## src/sv/rbcc_pkg.sv

```systemverilog
`timescale 1ns / 1ps
`default_nettype none

package rbcc_pkg;

  // Default table sizes
  localparam int N_BINS_DEF     = 16;
  localparam int NUM_RANGES_DEF = 32;

  localparam logic [31:0] COUNT_MAX = 32'hFFFF_FFFF;

  // Operation codes
  typedef enum logic [1:0] {
    OP_DEFINE = 2'd0,
    OP_ADD    = 2'd1,
    OP_SAMPLE = 2'd2,
    OP_CLEAR  = 2'd3
  } op_t;

  // Bin kinds
  typedef enum logic [1:0] {
    KIND_REGULAR = 2'd0,
    KIND_ILLEGAL = 2'd1,
    KIND_IGNORE  = 2'd2
  } kind_t;

  // Result status codes
  typedef enum logic [3:0] {
    STAT_OK        = 4'd0,
    STAT_REG_HIT   = 4'd1,
    STAT_IGN_HIT   = 4'd2,
    STAT_ILL_HIT   = 4'd3,
    STAT_UNMAPPED  = 4'd4,
    STAT_DUP_BIN   = 4'd5,
    STAT_BAD_RANGE = 4'd6,
    STAT_OVERLAP   = 4'd7,
    STAT_FULL      = 4'd8
  } status_t;

  // Sequencer states
  typedef enum logic [2:0] {
    S_IDLE,
    S_EXEC,
    S_SCAN,
    S_CNT_RD,
    S_CNT_WR
  } state_t;

  // One entry of the range table
  typedef struct packed {
    logic [63:0] low;
    logic [63:0] high;
    logic [3:0]  owner;
  } range_ent_t;

endpackage

`default_nettype wire

```

## src/sv/rbcc_range_tab.sv

```systemverilog
`timescale 1ns / 1ps
`default_nettype none

module rbcc_range_tab import rbcc_pkg::*; #(
  parameter int DEPTH  = NUM_RANGES_DEF,
  parameter int ADDR_W = (DEPTH > 1) ? $clog2(DEPTH) : 1
) (
  input  wire logic              clk,
  input  wire logic              wr_en,
  input  wire logic [ADDR_W-1:0] wr_addr,
  input  wire range_ent_t        wr_data,
  input  wire logic              rd_en,
  input  wire logic [ADDR_W-1:0] rd_addr,
  output range_ent_t             rd_data
);

  range_ent_t mem [DEPTH];

  // One write port, one registered read port
  always_ff @(posedge clk) begin
    if (wr_en) begin
      mem[wr_addr] <= wr_data;
    end
    if (rd_en) begin
      rd_data <= mem[rd_addr];
    end
  end

endmodule

`default_nettype wire

```

## config.mk

```make
export PLATFORM = sky130hd
export DESIGN_NAME = rbcc_range_tab
export DESIGN_NICKNAME = d
export VERILOG_FILES = /design/src/sv/rbcc_pkg.sv /design/src/sv/rbcc_range_tab.sv
export SDC_FILE = /design/constraint.sdc
export NUM_CORES = 2
export LEC_CHECK = 0
export BUFFER_PORTS_ARGS = -buffer_cell sky130_fd_sc_hd__buf_2
export CORE_ASPECT_RATIO = 0.75
export CORE_MARGIN = 3
export CORE_UTILIZATION = 60
export DETAILED_ROUTE_END_ITERATION = 16
export PLACE_DENSITY = 0.82
export SETUP_SLACK_MARGIN = 0.5
export SYNTH_ARGS = -nofsm -noshare
export SYNTH_HDL_FRONTEND = slang
export SYNTH_MEMORY_MAX_BITS = 65536
export SYNTH_SLANG_ARGS = --single-unit
```

## constraint.sdc

```tcl
create_clock -name clk -period 21.1 [get_ports clk]
set_input_delay 1.055 -clock clk [delete_from_list [all_inputs] [get_ports clk]]
set_output_delay 1.055 -clock clk [all_outputs]
set_load 0.05 [all_outputs]
```

==> impl_metrics.py <==
metrics = {
    "logic_synthesis": {
        "ys.flop_type": "edfxtp_1",
        "synth-seq-area-share": 0.808,
        "synth_top_family_by_area": "multiplexers",
        "ys_types": 28,
        "synthArstFlopShare": 0,
        "syn-num-nets": 6930,
        "synth_xor_area_frac": 0,
        "synth-seq-cells": 4356,
        "synth.area.mux_share": 0.145,
        "syn_inst": 6785,
        "yosys.area.top_type": "edfxtp_1",
        "avgSynthCellArea_sq_um": 23.9,
        "synth-edff-count": 4356,
        "synth-compound-area-share": 0.0246,
        "netlist_area_sq_um": 162000,
        "yosys-top-cells-area": "edfxtp_1 81%, mux4_2 13%, mux2i_1 1.7%",
        "yosys_warnings": 0,
        "yosysMostFrequentCell": "edfxtp_1",
        "synth_commonest_cells": "4,356 x edfxtp_1, 920 x mux4_2, 392 x o22ai_1",
        "yosysTopAreaCellShare": 0.808,
        "synth_fa_ha_area_frac": 0,
        "synthSimpleGateAreaFrac": 0.00921,
    },
    "placed_design": {
        "gp_congestion": 0.761,
        "io_buffers": 276,
        "dpl.hpwl_um": 202000,
    },
    "pwr": {
        "leakage_nw": 56.1,
        "power.total_mw": 17.7,
        "p_per_area_nw_per_um2": 98.1,
        "vdd_drop_max_uv": 78.8,
    },
    "detailed_routing": {
        "drtIter0Drc": 16300,
        "first_pass_iters": 9,
        "wire_per_inst_um": 43.3,
        "wl_um": 484000,
        "ant_nets": 0,
        "via_count": 84100,
        "drcViolationCount": 0,
        "viasPerCell": 7.52,
    },
    "global_routing": {
        "grt_util_all_layers": 0.354,
        "grt_pass1_wl_um": 676000,
        "grt_max_degree": 152,
        "grt_pass1_vias": 86500,
        "grt_antenna_before_repair": 74,
        "gr-total-overflow": 0,
    },
    "sta": {
        "timing.fmax_mhz": 177,
        "fin_setup_tns_ns": 0,
        "min_period_over_period": 0.268,
        "rsz0062_at_grt": "no",
        "period_needed_ns": 5.65,
        "worstMarginPinSlew_ns": 1.45,
        "fin_skew_ns": 0.0877,
        "setup_viol": 0,
        "relSlewSlack": 0.0362,
        "finalHoldViolations": 0,
        "slew_viol_final": 0,
    },
    "setup_path": {
        "critPathKind": "primary input to flop",
        "reg2reg_slack_ns": 19.01,
        "crit_required_ns": 21.75,
        "crit_fanout": 99,
        "cp.arrival_ns": 6.30,
        "start_kind": "primary input",
        "end_kind": "flop",
    },
    "clock_tree": {
        "clk_pin_slew_ns": 0.06,
        "cts_buffers": 389,
        "root_buffer": "clkbuf_16",
        "cts_resized": 0,
        "cts_setup_buffers": 0,
        "tritoncts": "built",
        "clkSinkCount": 4356,
        "clockBufferDepth": 4,
        "htree_levels": 5,
        "clk_latency_ns": 0.96,
        "ctsHoldBuffers": 0,
    },
    "floorplan": {
        "placementRows": 164,
        "die_area_sq_um": 276000,
        "io_pins": 277,
        "die_h_um": 456,
        "fp.dieW_um": 606,
        "start_util": 0.605,
        "fp.coreArea_sq_um": 267000,
    },
    "cells_and_area": {
        "nets": 7385,
        "fin_util": 0.673,
        "final_layout_size_suffix_gt1_frac": 0.259,
        "area_delta_synth_final_pct": 11.2,
    },
    "run_status": {
        "status": "finished, final reports clean",
    },
    "run": {
        "max_cap_violations": 0,
    },
    "min_path": {
        "hold_path_class": "primary input to flop",
    },
}
[where the power goes]
part / switching [mW] / leakage [nW] / internal (mW)
Combinational: 0.591 / 10.8 / 0.279
Clock: 3.28 / 5.97 / 3.79
Sequential: 0.0652 / 39.3 / 9.66
[flip-flops by register name, summed over array words and instances (netlist names)]
name,cells
rd_data,132
mem,4224
[cell type report]
cell class	count	area (sq um)
Tap cell	3569	4470
Clock buffer	454	10000
Antenna cell	64	160
Sequential cell	4356	131000
Multi-Input combinational cell	2053	29300
Clock inverter	249	2250
Fill cell	14800	87400
Timing Repair Buffer	440	2990
[worst max-delay path: stages]
cell and delay, ns:
buf_12 0.34, buf_4 0.76, buf_4 0.58, buf_4 0.73
buf_4 0.65, buf_4 0.85, mux4_2 0.64, o22ai_1 0.23
nor4_1 0.13
[placed cells by master, fill, tap and decap left out, types with 77 or more instances in the layout]
cell type	Yosys	routed
o22ai_1	392	392
buf_2	141	273
clkinv_1	0	97
buf_4	59	137
clkinv_2	0	77
nor4_1	98	98
clkbuf_16	0	390
mux4_2	920	920
mux2i_1	272	272
a22oi_1	204	204
edfxtp_1	4356	4356
[routing by layer]
| layer | vias up | share of wire | GRT usage |
|---|---|---|---|
| met2 | 8848 | 0.48 | 0.557 |
| met5 | - | 0.00032 | 0 |
| met3 | 2019 | 0.14 | 0.0870 |
| li1 | 30400 | - | - |
| met4 | 22 | 0.080 | 0.248 |
| met1 | 42800 | 0.29 | 0.436 |
[cell families after synthesis]
family          after synthesis
compound gates              596
buf+inv                     376
simple gates                265
mux                        1192
flops                      4356
[path summary, 6_finish.rpt]
check	endpoint	startpoint	depth (start not counted)
max	rd_data[76]	rd_addr[0]	9
min reg2reg	rd_data[127]	mem[31][127]	3
min	mem[26][2]	wr_data[2]	1
max reg2reg	rd_data[101]	mem[9][101]	3
[stage by stage]
stage	area [sq um]	setup slack, ns	cells	hold slack [ns]
floorplan	162000	13.27	6785	0.724
global placement	167000	14.53	10400	0.742
detailed placement	167000	14.48	10400	0.762
CTS	180000	15.30	11100	0.534
global route	180000	14.94	11200	0.598
finish	180000	15.45	11200	0.594
Power figures use the tool's default switching activity.
